File: src/sv/hhd_pkg.sv
// shared types and constants for the hci h4 uart deframer
package hhd_pkg;

  localparam logic [7:0] IND_ACL   = 8'h02;
  localparam logic [7:0] IND_EVENT = 8'h04;
  localparam logic [7:0] IND_SLEEP = 8'h30;

  // header bytes after the indicator: event code + length, acl handle(2) + length(2)
  localparam logic [1:0] EVT_HDR_FIRST = 2'd0;
  localparam logic [1:0] ACL_LEN_LO    = 2'd2;
  localparam logic [1:0] ACL_HDR_LAST  = 2'd3;

  typedef enum logic [1:0] {
    PH_IDLE    = 2'd0,
    PH_HEADER  = 2'd1,
    PH_PAYLOAD = 2'd2
  } phase_t;

  typedef enum logic [1:0] {
    KIND_NONE  = 2'd0,
    KIND_EVENT = 2'd1,
    KIND_ACL   = 2'd2
  } kind_t;

  typedef struct packed {
    logic [7:0] data_byte;
    logic [1:0] packet_kind;
    logic       packet_start;
    logic       in_header;
    logic       packet_end;
    logic       bad_indicator;
    logic       sleep_request;
  } result_t;

endpackage

File: src/sv/hhd_in_stage.sv
// input register for received bytes
module hhd_in_stage (
  input  logic       clk,
  input  logic       rst,
  input  logic       in_valid,
  output logic       in_ready,
  input  logic [7:0] rx_byte,
  output logic       byte_valid,
  output logic [7:0] byte_q,
  input  logic       take
);

  logic       valid;
  logic [7:0] data;

  assign in_ready   = !valid || take;
  assign byte_valid = valid;
  assign byte_q     = data;

  always_ff @(posedge clk) begin
    if (rst) begin
      valid <= 1'b0;
    end else if (in_ready) begin
      valid <= in_valid;
    end
  end

  always_ff @(posedge clk) begin
    if (in_ready && in_valid) begin
      data <= rx_byte;
    end
  end

endmodule

File: src/sv/hhd_parser.sv
// packet framing state and per-byte tagging
module hhd_parser (
  input  logic             clk,
  input  logic             rst,
  input  logic             step,
  input  logic [7:0]       d,
  output hhd_pkg::result_t res
);

  hhd_pkg::phase_t phase, phase_next;
  hhd_pkg::kind_t  kind, kind_next;
  logic [1:0]      header_count, header_count_next;
  logic [7:0]      length_low, length_low_next;
  logic [15:0]     remaining, remaining_next;

  logic            kind_ok;
  logic [15:0]     acl_len;

  assign kind_ok = (kind == hhd_pkg::KIND_EVENT) || (kind == hhd_pkg::KIND_ACL);
  assign acl_len = {d, length_low};

  // next state
  always_comb begin
    phase_next        = phase;
    kind_next         = kind;
    header_count_next = header_count;
    length_low_next   = length_low;
    remaining_next    = remaining;
    priority if (phase == hhd_pkg::PH_HEADER && kind_ok) begin
      if (kind == hhd_pkg::KIND_EVENT) begin
        if (header_count == hhd_pkg::EVT_HDR_FIRST) begin
          header_count_next = 2'd1;
        end else if (d == 8'd0) begin
          phase_next        = hhd_pkg::PH_IDLE;
          kind_next         = hhd_pkg::KIND_NONE;
          header_count_next = 2'd0;
          length_low_next   = 8'd0;
          remaining_next    = 16'd0;
        end else begin
          remaining_next = {8'd0, d};
          phase_next     = hhd_pkg::PH_PAYLOAD;
        end
      end else begin
        if (header_count != hhd_pkg::ACL_HDR_LAST) begin
          if (header_count == hhd_pkg::ACL_LEN_LO) begin
            length_low_next = d;
          end
          header_count_next = header_count + 2'd1;
        end else if (acl_len == 16'd0) begin
          phase_next        = hhd_pkg::PH_IDLE;
          kind_next         = hhd_pkg::KIND_NONE;
          header_count_next = 2'd0;
          length_low_next   = 8'd0;
          remaining_next    = 16'd0;
        end else begin
          remaining_next = acl_len;
          phase_next     = hhd_pkg::PH_PAYLOAD;
        end
      end
    end else if (phase == hhd_pkg::PH_PAYLOAD && kind_ok) begin
      if (remaining <= 16'd1) begin
        phase_next        = hhd_pkg::PH_IDLE;
        kind_next         = hhd_pkg::KIND_NONE;
        header_count_next = 2'd0;
        length_low_next   = 8'd0;
        remaining_next    = 16'd0;
      end else begin
        remaining_next = remaining - 16'd1;
      end
    end else begin
      phase_next        = hhd_pkg::PH_IDLE;
      kind_next         = hhd_pkg::KIND_NONE;
      header_count_next = 2'd0;
      length_low_next   = 8'd0;
      remaining_next    = 16'd0;
      if (d == hhd_pkg::IND_EVENT) begin
        kind_next  = hhd_pkg::KIND_EVENT;
        phase_next = hhd_pkg::PH_HEADER;
      end else if (d == hhd_pkg::IND_ACL) begin
        kind_next  = hhd_pkg::KIND_ACL;
        phase_next = hhd_pkg::PH_HEADER;
      end
    end
  end

  // item tags
  always_comb begin
    res               = '0;
    res.data_byte     = d;
    priority if (phase == hhd_pkg::PH_HEADER && kind_ok) begin
      res.packet_kind = kind;
      res.in_header   = 1'b1;
      if (kind == hhd_pkg::KIND_EVENT) begin
        res.packet_end = (header_count != hhd_pkg::EVT_HDR_FIRST) && (d == 8'd0);
      end else begin
        res.packet_end = (header_count == hhd_pkg::ACL_HDR_LAST) && (acl_len == 16'd0);
      end
    end else if (phase == hhd_pkg::PH_PAYLOAD && kind_ok) begin
      res.packet_kind = kind;
      res.packet_end  = (remaining <= 16'd1);
    end else begin
      if (d == hhd_pkg::IND_EVENT) begin
        res.packet_kind  = hhd_pkg::KIND_EVENT;
        res.packet_start = 1'b1;
        res.in_header    = 1'b1;
      end else if (d == hhd_pkg::IND_ACL) begin
        res.packet_kind  = hhd_pkg::KIND_ACL;
        res.packet_start = 1'b1;
        res.in_header    = 1'b1;
      end else if (d == hhd_pkg::IND_SLEEP) begin
        res.sleep_request = 1'b1;
      end else begin
        res.bad_indicator = 1'b1;
      end
    end
  end

  always_ff @(posedge clk) begin
    if (rst) begin
      phase        <= hhd_pkg::PH_IDLE;
      kind         <= hhd_pkg::KIND_NONE;
      header_count <= 2'd0;
      length_low   <= 8'd0;
      remaining    <= 16'd0;
    end else if (step) begin
      phase        <= phase_next;
      kind         <= kind_next;
      header_count <= header_count_next;
      length_low   <= length_low_next;
      remaining    <= remaining_next;
    end
  end

  a_payload_nonzero: assert property (@(posedge clk) disable iff (rst)
    phase == hhd_pkg::PH_PAYLOAD |-> remaining != 16'd0)
    else $error("payload phase with zero remaining count");

  a_idle_clean: assert property (@(posedge clk) disable iff (rst)
    phase == hhd_pkg::PH_IDLE |-> kind == hhd_pkg::KIND_NONE && remaining == 16'd0)
    else $error("idle phase with stale packet state");

  a_open_kind: assert property (@(posedge clk) disable iff (rst)
    phase != hhd_pkg::PH_IDLE |-> kind == hhd_pkg::KIND_EVENT || kind == hhd_pkg::KIND_ACL)
    else $error("open packet without a valid kind");

  a_start_opens: assert property (@(posedge clk) disable iff (rst)
    step && res.packet_start |=> phase == hhd_pkg::PH_HEADER && header_count == 2'd0)
    else $error("indicator did not open header phase");

endmodule

File: src/sv/hhd_out_stage.sv
// result register toward the receiver
module hhd_out_stage (
  input  logic             clk,
  input  logic             rst,
  input  logic             res_valid,
  output logic             res_ready,
  input  hhd_pkg::result_t res,
  output logic             out_valid,
  input  logic             out_ready,
  output hhd_pkg::result_t res_q
);

  logic             valid;
  hhd_pkg::result_t data;

  assign res_ready = !valid || out_ready;
  assign out_valid = valid;
  assign res_q     = data;

  always_ff @(posedge clk) begin
    if (rst) begin
      valid <= 1'b0;
    end else if (res_ready) begin
      valid <= res_valid;
    end
  end

  always_ff @(posedge clk) begin
    if (res_ready && res_valid) begin
      data <= res;
    end
  end

endmodule

File: src/sv/hci_uart_h4_deframer_top.sv
// top level of the hci h4 uart deframer
// Splits a received UART byte stream into HCI H4 event and ACL packets.
// Input channel: one received byte per item on rx_byte, with in_valid/in_ready.
// Output channel: one tagged item per input byte, with out_valid/out_ready:
//   data_byte echoes the byte, packet_kind gives 0 none, 1 event, 2 acl,
//   packet_start/in_header/packet_end mark the framing, bad_indicator flags
//   a dropped unsupported indicator, sleep_request flags the sleep indicator.
// A byte accepted into the input register is tagged combinationally and its result
// is captured in the result register, from which the receiver takes it.
// Throughput: one byte per cycle while the receiver does not stall, set by the framing
// state update between the input register and the result register.
// Reset (rst, synchronous) empties both registers and returns the framer to
// waiting for an indicator.
// When the receiver holds out_ready low, the result register keeps its item,
// the input register fills with one more byte, and in_ready then drops until
// the receiver takes the waiting result.
module hci_uart_h4_deframer_top (
  input  logic       clk,
  input  logic       rst,
  input  logic       in_valid,
  output logic       in_ready,
  input  logic [7:0] rx_byte,
  output logic       out_valid,
  input  logic       out_ready,
  output logic [7:0] data_byte,
  output logic [1:0] packet_kind,
  output logic       packet_start,
  output logic       in_header,
  output logic       packet_end,
  output logic       bad_indicator,
  output logic       sleep_request
);

  logic             byte_valid;
  logic [7:0]       byte_q;
  logic             res_ready;
  logic             step;
  hhd_pkg::result_t res;
  hhd_pkg::result_t res_q;

  assign step = byte_valid && res_ready;

  hhd_in_stage u_in (
    .clk       (clk),
    .rst       (rst),
    .in_valid  (in_valid),
    .in_ready  (in_ready),
    .rx_byte   (rx_byte),
    .byte_valid(byte_valid),
    .byte_q    (byte_q),
    .take      (step)
  );

  hhd_parser u_parser (
    .clk (clk),
    .rst (rst),
    .step(step),
    .d   (byte_q),
    .res (res)
  );

  hhd_out_stage u_out (
    .clk      (clk),
    .rst      (rst),
    .res_valid(byte_valid),
    .res_ready(res_ready),
    .res      (res),
    .out_valid(out_valid),
    .out_ready(out_ready),
    .res_q    (res_q)
  );

  assign data_byte     = res_q.data_byte;
  assign packet_kind   = res_q.packet_kind;
  assign packet_start  = res_q.packet_start;
  assign in_header     = res_q.in_header;
  assign packet_end    = res_q.packet_end;
  assign bad_indicator = res_q.bad_indicator;
  assign sleep_request = res_q.sleep_request;

endmodule

File: config.mk
export PLATFORM = sky130hd
export DESIGN_NAME = hci_uart_h4_deframer_top
export DESIGN_NICKNAME = d
export VERILOG_FILES = /design/src/sv/hhd_pkg.sv /design/src/sv/hhd_in_stage.sv /design/src/sv/hhd_parser.sv /design/src/sv/hhd_out_stage.sv /design/src/sv/hci_uart_h4_deframer_top.sv
export SDC_FILE = /design/constraint.sdc
export NUM_CORES = 1
export LEC_CHECK = 0
export BUFFER_PORTS_ARGS = -buffer_cell sky130_fd_sc_hd__buf_2
export CAP_MARGIN = 20
export CORE_AREA = 4 4 106 58
export CTS_BUF_LIST = sky130_fd_sc_hd__clkbuf_4
export DETAILED_ROUTE_END_ITERATION = 8
export DIE_AREA = 0 0 110 62
export PLACE_DENSITY_LB_ADDON = 0.1
export SLEW_MARGIN = 30
export SYNTH_ARGS = -nofsm -noshare
export SYNTH_HDL_FRONTEND = slang
export SYNTH_SLANG_ARGS = --single-unit
File: constraint.sdc
create_clock -name clk -period 2.9 [get_ports clk]
set_clock_uncertainty 0.05 [all_clocks]
set_input_delay 0.435 -clock clk [delete_from_list [all_inputs] [get_ports clk]]
set_output_delay 0.435 -clock clk [all_outputs]
set_load 0.01 [all_outputs]
==> results of run 1 <==
-- metrics by stage --
step | instances | hold slack, ns | instance area, um^2 | worst slack, ns
floorplan | 312 | 0.401 | 3040 | 0.584
global placement | 404 | 0.430 | 3270 | 0.358
detailed placement | 404 | 0.450 | 3270 | 0.246
CTS | 412 | 0.117 | 3330 | 0.202
global route | 412 | 0.103 | 3330 | 0.0141
finish | 412 | 0.129 | 3330 | 0.171
-- synth_stat cells, types with 3 or more instances --
cell type / count / area, um^2
nor4_2: 3 / 37.5
a31oi_1: 4 / 25.0
edfxtp_1: 23 / 691
nand2_1: 13 / 48.8
o311ai_0: 8 / 70.1
inv_1: 20 / 75.1
o2111ai_1: 3 / 26.3
o41ai_2: 8 / 130
nor4_1: 6 / 37.5
nand2b_1: 4 / 25.0
o211a_1: 3 / 30.0
nor2b_1: 5 / 31.3
mux2i_1: 5 / 50.1
dfxtp_1: 32 / 641
o32ai_1: 5 / 43.8
a32oi_1: 3 / 26.3
a221oi_1: 4 / 35.0
nand3_1: 8 / 40.0
and2_1: 4 / 25.0
clkbuf_1: 12 / 45.0
buf_2: 6 / 30.0
nor2_1: 30 / 113
a21oi_1: 19 / 95.1
xnor2_1: 3 / 26.3
o21ai_0: 14 / 70.1
nor3_1: 16 / 80.1
or4_1: 6 / 45.0
ha_1: 6 / 75.1
-- kinds of logic after synthesis --
logic type                 count (synthesis)  synth area share [%]
xor gates and xnor gates                   3                 0.864
and+or+nand+nor                          111                  20.9
adders and majority gates                  6                  2.47
muxes                                      5                  1.64
DFF                                       55                  43.7
AOI/OAI and AO/OA                         92                  24.7
buffers and inverters                     40                  5.67
-- sequential cells by signal, summed over array words and instances (netlist names) --
register / flops
u_parser.length_low: 8
u_out.res_q: 15
u_out.out_valid: 1
u_parser.phase: 2
u_parser.kind: 2
u_parser.remaining: 16
u_in.byte_q: 8
u_parser.header_count: 2
u_in.byte_valid: 1
-- power breakdown --
group / switching, mW / total [mW] / leakage [nW] / internal [mW]
registers: 0.0303 / 0.861 / 0.472 / 0.831
clock network: 0.264 / 0.362 / 0.0314 / 0.0976
logic: 0.109 / 0.173 / 0.719 / 0.0637
-- layout make-up --
| class | count | area (um^2) | area share [%] |
|---|---|---|---|
| well taps | 73 | 91.3 | 2.74 |
| clock inverters | 3 | 25.0 | 0.752 |
| multi-input cells | 217 | 1550 | 46.4 |
| inverters | 20 | 75.1 | 2.26 |
| clock buffers | 5 | 37.5 | 1.13 |
| flip-flops and latches | 55 | 1330 | 40.0 |
| repair buffers | 39 | 223 | 6.69 |
-- worst paths after layout --
kind,startpoint,slack (ns),endpoint,cells after the start
hold / removal,rx_byte[6],0.13,u_in.byte_q[6],1
setup reg to reg,u_in.byte_q[3],0.17,u_parser.length_low[2],5
hold reg to reg,u_parser.kind[0],0.48,u_parser.kind[0],2
setup / recovery,u_in.byte_q[3],0.17,u_parser.length_low[2],5
-- per-layer routing --
layer	vias up	global-route usage, %	routed length [um]
li1	1254	-	-
met1	1268	41.1	4120
met2	152	32.8	2980
met3	19	7.22	919
met4	0	8.35	149
met5	-	0	0
==> out/metrics.yaml, run 1 <==
outcome:
  outcome: "completed"
clock_network:
  clock_latency_ns: 0.42
  post-cts-setup-buffer-count: 0
  cts-root-buf: "clkbuf_4"
  ctsResizeCount: 0
  cts_max_level: 2
  clkTransAtPathRegs_ns: 0.17
  cts_tree: "yes"
  numCtsBuffers: 5
  cts_hold_buf: 0
  clockBufferDepth: 2
  clock_sinks: 55
floorplanning:
  start_util_pct: 57.9
  die_w_um: 110
  io_pins: 29
  dieArea_mm2: 0.00682
  num_rows: 19
  die_h_um: 62
  coreArea_mm2: 0.00525
logic_synthesis:
  synth_cell_types: 59
  synth_edf_count: 23
  syn_area_mm2: 0.00304
  yosysSeqAreaShare_pct: 43.8
  ys.flop_type: "dfxtp_1"
  yosysWarnings: 0
  synth-async-reset-ratio_pct: 0
  syn-num-nets: 330
  syn_inst: 312
  postSynthAreaPerCell_um2: 9.75
  ys_seq_elements: 55
final_layout:
  layout-drive-gt1-share_pct: 20.6
  area_growth_pct: 9.37
  antenna_cells: 0
  mostFrequentLayoutCells: "dfxtp_1 (32), nor2_1 (30), buf_2 (28)"
  layout.nets: 356
  fin_util_pct: 63.3
  layout_commonest_cell: "dfxtp_1"
  nFillCells: 450
timing:
  rsz0062_at_grt: "no"
  slew_headroom_pct: 54.9
  worst_pin_slew_ns: 0.676
  layout_worst_path_cycle_share_pct: 94.1
  fin_crit_ns: 2.73
  setup_viol: 0
  fmax_mhz: 366
  hold_viol: 0
  drv_slew: 0
  fin_setup_tns_ns: 0
worst_setup_path:
  path_delay_family: "simple AND/OR/NAND/NOR gates"
  cp_slowest_cell: "or3_1"
  required_ns: 3.19
  startpoint_type: "flop"
  path_max_fanout: 12
  worst_ep_arrival_time_ns: 3.01
  crit_type: "reg -> reg"
  critPathCaptureType: "flop"
  max_stage_delay_ns: 0.60
  path_cells: "nor4_2, nand4_2, a31o_1, or3_1, o41ai_2"
  crit_buf_inv: 0
routing:
  drc: 0
  vias_per_cell: 6.54
  wl_mm: 8.16
  ant_nets: 0
  dr.first_iter.drc_count: 264
  first_pass_iters: 5
  wire_per_inst_um: 19.8
  num_vias: 2693
global_routing:
  grt_pass1_wl_mm: 13.1
  grt_max_degree: 27
  grt_pass1_vias: 2354
  grt.total_usage_pct: 25.9
  overflow: 0
  antenna_found_initial: 0
flow_run:
  drv_cap: 0
placement:
  gp_congestion: 0.964
  numPortBuffers: 28
  dp_hpwl_mm: 6.06
power:
  power_density_mw_per_mm2: 419
  power_mw: 1.40
  p_leak_nw: 1.22
  vdd_drop_max_v: 0.000311
min_path:
  hold_class: "in -> reg"
(Power assumes the default switching activity.)
==> run 2: changes to the inputs <==
--- a/config.mk
+++ b/config.mk
@@ -5,12 +5,13 @@
 export SDC_FILE = /design/constraint.sdc
 export NUM_CORES = 1
 export LEC_CHECK = 0
+export ABC_AREA = 1
 export BUFFER_PORTS_ARGS = -buffer_cell sky130_fd_sc_hd__buf_2
 export CAP_MARGIN = 20
-export CORE_AREA = 4 4 106 58
+export CORE_AREA = 4 4 107 58
 export CTS_BUF_LIST = sky130_fd_sc_hd__clkbuf_4
 export DETAILED_ROUTE_END_ITERATION = 8
-export DIE_AREA = 0 0 110 62
+export DIE_AREA = 0 0 111 62
 export PLACE_DENSITY_LB_ADDON = 0.1
 export SLEW_MARGIN = 30
 export SYNTH_ARGS = -nofsm -noshare
==> out/metrics.yaml, run 2 <==
global_routing:
  grt_pass1_wl_mm: 11.9  # -8.7%
  grt_use_met3_pct: 4.93  # -2.3 points
  use_met2_pct: 30.3  # -2.5 points
  overflow: 0  # unchanged
  met1_usage_pct: 35.4  # -5.7 points
  grt_pass1_vias: 2375  # +0.89%
  grt_max_degree: 22  # -19%
  top_usage_layer: "met1"
  antenna_found_initial: 0  # unchanged
  grt.total_usage_pct: 22.2  # -3.7 points
logic_synthesis:
  ys.flop_type: "dfxtp_1"
  syn_inst: 408  # +31%
  synth_area_leader_cell: "edfxtp_1"
  synth_top_cell_area_share_pct: 22.4  # -0.25 points
  yosys-top-cells-area: "edfxtp_1 (22%), dfxtp_1 (21%), nand2_1 (9.0%), nor2_1 (9.0%), inv_1 (7.1%)"
  syn_area_mm2: 0.00308  # +1.1%
  postSynthAreaPerCell_um2: 7.54  # -23%
  yosysWarnings: 0  # unchanged
  synth_edf_count: 23  # unchanged
  syn-num-nets: 426  # +29%
  synth-async-reset-ratio_pct: 0  # unchanged
  yosys-top-cells-count: "nand2_1 (74), nor2_1 (74), inv_1 (58), dfxtp_1 (32), edfxtp_1 (23)"
  ys_seq_elements: 55  # unchanged
  synth_cell_types: 37  # -37%
  yosysSeqAreaShare_pct: 43.3  # -0.48 points
power:
  p_leak_nw: 1.51  # +24%
  vdd_drop_max_v: 0.000331  # +6.4%
  power_density_mw_per_mm2: 498  # +19%
final_layout:
  multiInputGateArea_mm2: 0.00144  # -6.7%
  mostFrequentLayoutCells: "nand2_1 (74), nor2_1 (74), inv_1 (58)"
  antenna_cells: 0  # unchanged
  layout.nets: 453  # +27%
  largest_reg_flops: 16  # unchanged
  regArea_mm2: 0.00133  # unchanged
  area_growth_pct: 8.26
  layout-drive-gt1-share_pct: 18.1  # -2.5 points
  final_cells: 509  # +24%
  nFillCells: 469  # +4.2%
  largest_register: "u_parser.remaining"
  fin_util_pct: 62.8  # -0.52 points
worst_setup_path:
  path_delay_family: "simple AND/OR/NAND/NOR gates"
  crit_type: "reg -> reg"
  path_cells: "ha_1, nand4_1, nor2_2, a21oi_4, nand3_4, nand2_1, nand2_1, nor2_1"
  required_ns: 3.15  # -0.04 ns
  max_stage_delay_ns: 0.50  # -0.10 ns
  path_max_fanout: 14  # +2
  cp_slowest_cell: "ha_1"
  worst_ep_arrival_time_ns: 2.46  # -0.55 ns
  crit_top_cell: "nand2_1"
  startpoint_type: "flop"
  critPathCaptureType: "flop"
  crit_buf_inv: 0  # unchanged
routing:
  first_pass_iters: 5  # unchanged
  wl_mm: 7.23  # -11%
  num_vias: 2645  # -1.8%
  dr.first_iter.drc_count: 216  # -18%
  drc: 0  # unchanged
  wire_per_inst_um: 14.2  # -28%
  vias_per_cell: 5.20  # -20%
  ant_nets: 0  # unchanged
placement:
  dp_slack_ns: 0.745  # +0.499 ns
  gp_congestion: 0.909  # -5.7%
  placed_cells: 501  # +24%
  dp_hpwl_mm: 5.60  # -7.5%
  numPortBuffers: 28  # unchanged
clock_network:
  ctsResizeCount: 0  # unchanged
  clock_sinks: 55  # unchanged
  numCtsBuffers: 5  # unchanged
  clkTransAtPathRegs_ns: 0.16  # about the same
  cts_tree: "yes"
  clockBufferDepth: 2  # unchanged
  cts_max_level: 2  # unchanged
  cts-root-buf: "clkbuf_4"
  post-cts-setup-buffer-count: 0  # unchanged
  clock_latency_ns: 0.39  # -0.03 ns
  cts_hold_buf: 0  # unchanged
floorplanning:
  start_util_pct: 58.0  # +0.12 points
  die_w_um: 111  # +0.91%
  die_h_um: 62  # unchanged
  io_pins: 29  # unchanged
  num_rows: 19  # unchanged
  dieArea_mm2: 0.00688  # +0.91%
  coreArea_mm2: 0.00530  # +0.90%
timing:
  fin_crit_ns: 2.21  # -0.519 ns
  fmax_mhz: 452  # +23%
  fin_hold_ws_ns: 0.158  # +0.0293 ns
  hold_viol: 0  # unchanged
  timing.final.ws_setup_ns: 0.689  # +0.519 ns
  layout_worst_path_cycle_share_pct: 76.2  # -18 points
  fin_setup_tns_ns: 0  # unchanged
  setup_viol: 0  # unchanged
  slew_headroom_pct: 55.1  # +0.16 points
  worst_pin_slew_ns: 0.673  # -0.00314 ns
  rsz0062_at_grt: "no"
  drv_slew: 0  # unchanged
min_path:
  hold_class: "in -> reg"
outcome:
  outcome: "completed"
flow_run:
  drv_cap: 0  # unchanged
## run 2: power breakdown
| part | internal [mW] | switching (mW) | leakage [nW] | total (mW) |
|---|---|---|---|---|
| clock network | 0.182 | 0.245 | 0.0432 | 0.428 |
| registers | 0.857 | 0.0388 | 0.484 | 0.895 |
| logic | 0.107 | 0.227 | 0.986 | 0.335 |
| total | 1.15 | 0.512 | 1.51 | 1.66 |
## run 2: final cells by class
cell class,count,area share (%)
multi-input combinational,281,43.3
sequential,55,40.0
inverter,63,7.18
timing repair buffer,29,4.43
tap,73,2.74
clock inverter,3,1.28
clock buffer,5,1.13
## run 2: worst paths after layout
kind / start / end / slack, ns / cells after the start
worst max-delay path: u_parser.kind[0] / u_parser.length_low[0] / 0.69 / 8
worst min register to register: u_in.byte_valid / u_out.out_valid / 0.46 / 2
worst max register to register: u_parser.kind[0] / u_parser.length_low[0] / 0.69 / 8
worst min-delay path: rx_byte[4] / u_in.byte_q[4] / 0.16 / 1
## run 2: logic make-up (layout without fill, tap and decap cells)
family	Yosys count	count (layout)	share of synthesized area, %
AND/OR/NAND/NOR	214	214	32.7
buffers and inverters	72	100	9.88
AO/OA/AOI/OAI	56	56	10.3
XOR/XNOR	5	5	1.42
adder cells (fa/ha/maj)	6	6	2.44
flip-flops	55	55	43.3
## run 2: metal layers
metal  wire (um)  share of wire [%]  vias up
met5           0                  0        -
met3         726                 10        6
met4          55               0.76        0
met2        2720                 38      104
met1        3720                 51     1183
li1            -                  -     1352
## run 2: metrics by stage
| step | total power [mW] | instance area [um^2] |
|---|---|---|
| floorplan | 1.16 | 3080 |
| global placement | 1.23 | 3250 |
| detailed placement | 1.24 | 3250 |
| CTS | 1.66 | 3330 |
| global route | 1.75 | 3330 |
| finish | 1.66 | 3330 |
==> run 3: changes to the inputs <==
--- a/config.mk
+++ b/config.mk
@@ -5,13 +5,13 @@
 export SDC_FILE = /design/constraint.sdc
 export NUM_CORES = 1
 export LEC_CHECK = 0
-export ABC_AREA = 1
+export ABC_AREA = 0
 export BUFFER_PORTS_ARGS = -buffer_cell sky130_fd_sc_hd__buf_2
 export CAP_MARGIN = 20
-export CORE_AREA = 4 4 107 58
+export CORE_AREA = 4 4 111 60
 export CTS_BUF_LIST = sky130_fd_sc_hd__clkbuf_4
 export DETAILED_ROUTE_END_ITERATION = 8
-export DIE_AREA = 0 0 111 62
+export DIE_AREA = 0 0 115 64
 export PLACE_DENSITY_LB_ADDON = 0.1
 export SLEW_MARGIN = 30
 export SYNTH_ARGS = -nofsm -noshare
==> constraint.sdc (replaced) <==
create_clock -name clk -period 2 [get_ports clk]
set_clock_uncertainty 0.05 [all_clocks]
set_input_delay 0.3 -clock clk [delete_from_list [all_inputs] [get_ports clk]]
set_output_delay 0.3 -clock clk [all_outputs]
set_load 0.01 [all_outputs]
==> out/metrics.yaml, run 3 (same netlist as run 1, synthesis figures left out) <==
timing:
  fin_crit_ns: 2.27  # +0.0544 ns
  rsz0062_at_grt: "yes"
  worst_pin_slew_ns: 0.596  # -0.0769 ns
  fmax_mhz: 441  # -2.4%
  timing.final.ws_setup_ns: -0.265  # -0.954 ns
  layout_worst_path_cycle_share_pct: 113  # +37 points
  drv_slew: 0  # unchanged
  setup_viol: 28  # +28
  slew_headroom_pct: 60.2  # +5.1 points
  hold_viol: 0  # unchanged
routing:
  drc: 0  # unchanged
  wire_per_inst_um: 21.8  # +53%
  first_pass_iters: 6  # +1
  num_vias: 3387  # +28%
  wl_mm: 11.4  # +58%
  dr.first_iter.drc_count: 474  # +120%
  vias_per_cell: 6.45  # +24%
  ant_nets: 0  # unchanged
worst_setup_path:
  crit_type: "reg -> reg"
  path_max_fanout: 4  # -10
  cp_slowest_cell: "or4_4"
  critPathCaptureType: "flop"
  required_ns: 2.27  # -0.88 ns
  startpoint_type: "flop"
  max_stage_delay_ns: 0.62  # +0.12 ns
  path_cells: "or4_4, nor3_2, o22ai_2, or3_4, buf_6, o41ai_4"
  worst_ep_arrival_time_ns: 2.54  # +0.08 ns
power:
  comb_power_share_pct: 20.2  # about the same
  swShare_pct: 28.8  # -2.0 points
  clkPwrFrac_pct: 28.0  # +2.2 points
  p_leak_nw: 1.92  # +27%
  switchingPower_uw: 684  # +34%
  p_int_mw: 1.69  # +47%
  pwr-share-seq_pct: 51.8  # -2.2 points
  vdd_drop_max_v: 0.000415  # +25%
  power_density_mw_per_mm2: 507  # +1.8%
min_path:
  hold_class: "in -> reg"
placement:
  dp_slack_ns: -0.313  # -1.06 ns
  gp_congestion: 0.945  # +4.0%
  numPortBuffers: 28  # unchanged
  dp_hpwl_mm: 7.27  # +30%
  placed_cells: 481  # -4.0%
outcome:
  violations: "negative setup slack"
  outcome: "finished with violations"
final_layout:
  layout.nets: 465  # +2.6%
  largest_reg_flops: 16  # unchanged
  mostFrequentLayoutCells: "buf_4 (92), buf_2 (28), dfxtp_1 (28)"
  layout-drive-gt1-share_pct: 49.8  # +32 points
  final_cells: 525  # +3.1%
  fin_util_pct: 80.6  # +18 points
  area_growth_pct: 53.8
  antenna_cells: 0  # unchanged
  layout_commonest_cell: "buf_4"
  largest_register: "u_parser.remaining"
global_routing:
  grt.total_usage_pct: 28.7  # +6.5 points
  grt_max_degree: 27  # +23%
  grt_pass1_vias: 2982  # +26%
  antenna_found_initial: 0  # unchanged
  grt_pass1_wl_mm: 16.2  # +36%
  overflow: 0  # unchanged
floorplanning:
  die_w_um: 115  # +3.6%
  dieArea_mm2: 0.00736  # +6.9%
  start_util_pct: 52.4  # -5.6 points
  coreArea_mm2: 0.00581  # +9.5%
  io_pins: 29  # unchanged
  die_h_um: 64  # +3.2%
  num_rows: 20  # +1
clock_network:
  clockBufferDepth: 2  # unchanged
  clock_latency_ns: 0.41  # +0.02 ns
  clkTransAtPathRegs_ns: 0.17  # about the same
  cts_tree: "yes"
  numCtsBuffers: 5  # unchanged
  cts-root-buf: "clkbuf_4"
  clock_sinks: 55  # unchanged
  cts_max_level: 2  # unchanged
flow_run:
  drv_cap: 0  # unchanged
run 3: cell types whose count changed in the layout (fill, tap and decap cells not counted), sizes merged, moves of 13 or more:
cell   delta
nor3     +13
nand2    -70
buf     +110
nor2     -64
o21ai    -13
inv      -43
nand3    -14
run 3: layout make-up:
| class | count | area (um^2) |
|---|---|---|
| clock buffers | 5 | 37.5 |
| fillers | 354 | 1120 |
| multi-input cells | 217 | 1880 |
| repair buffers | 148 | 1210 |
| well taps | 77 | 96.3 |
| inverters | 20 | 75.1 |
| flip-flops and latches | 55 | 1340 |
| clock inverters | 3 | 42.5 |
run 3: through the flow:
| step | hold WS [ns] | total power, mW | area [um^2] | setup TNS, ns |
|---|---|---|---|---|
| final | 0.0506 | 2.37 | 4680 | -3.60 |
| after global routing | 0.0565 | 2.45 | 4680 | -5.10 |
| after CTS | 0.00577 | 2.29 | 4260 | -2.38 |
| after detailed placement | 0.429 | 1.61 | 3870 | -3.25 |
| after global placement | 0.427 | 1.60 | 3870 | -1.83 |
| after floorplan | 0.349 | 1.43 | 3100 | -2.87 |
run 3: metal layers:
| metal | vias up | wire length [um] | track usage [%] | part of all wire, % |
|---|---|---|---|---|
| li1 | 1474 | - | - | - |
| met1 | 1623 | 5080 | 45.7 | 44 |
| met2 | 243 | 4780 | 39.0 | 42 |
| met3 | 47 | 1310 | 6.24 | 11 |
| met4 | 0 | 259 | 6.00 | 2.3 |
| met5 | - | 0 | 0 | 0 |
run 3: repair_timing:
item / in CTS / in global routing
hold endpoints to repair: 0 / 8
resized for setup: 44 / 51
setup buffers: 12 / 16
hold buffers: 0 / 8
pin swaps: 14 / 18
setup endpoints to repair: 31 / 32
gates cloned: 3 / 1
run 3: power groups by stage:
stage	Clock (mW)	Combinational [mW]	Sequential [mW]
floorplan	0	0.171	1.26
global placement	0	0.347	1.25
detailed placement	0	0.352	1.26
CTS	0.657	0.406	1.23
global route	0.711	0.503	1.23
finish	0.663	0.479	1.23
run 3: final timing paths:
kind                            cells past startpoint                     end  slack [ns]              startpoint
worst max-delay path                                6  u_parser.length_low[3]       -0.27          u_in.byte_q[2]
worst min register to register                      2  u_parser.remaining[10]        0.47  u_parser.remaining[10]
worst max register to register                      6  u_parser.length_low[3]       -0.27          u_in.byte_q[2]
worst min-delay path                                3         u_in.byte_valid        0.05                in_valid
run 3: worst max-delay path, delay by kind of cell (launching register included):
kind	cells	cell delay, ns
compound gates	2	0.35
simple gates	3	1.13
buf+inv	1	0.15
flops	1	0.50
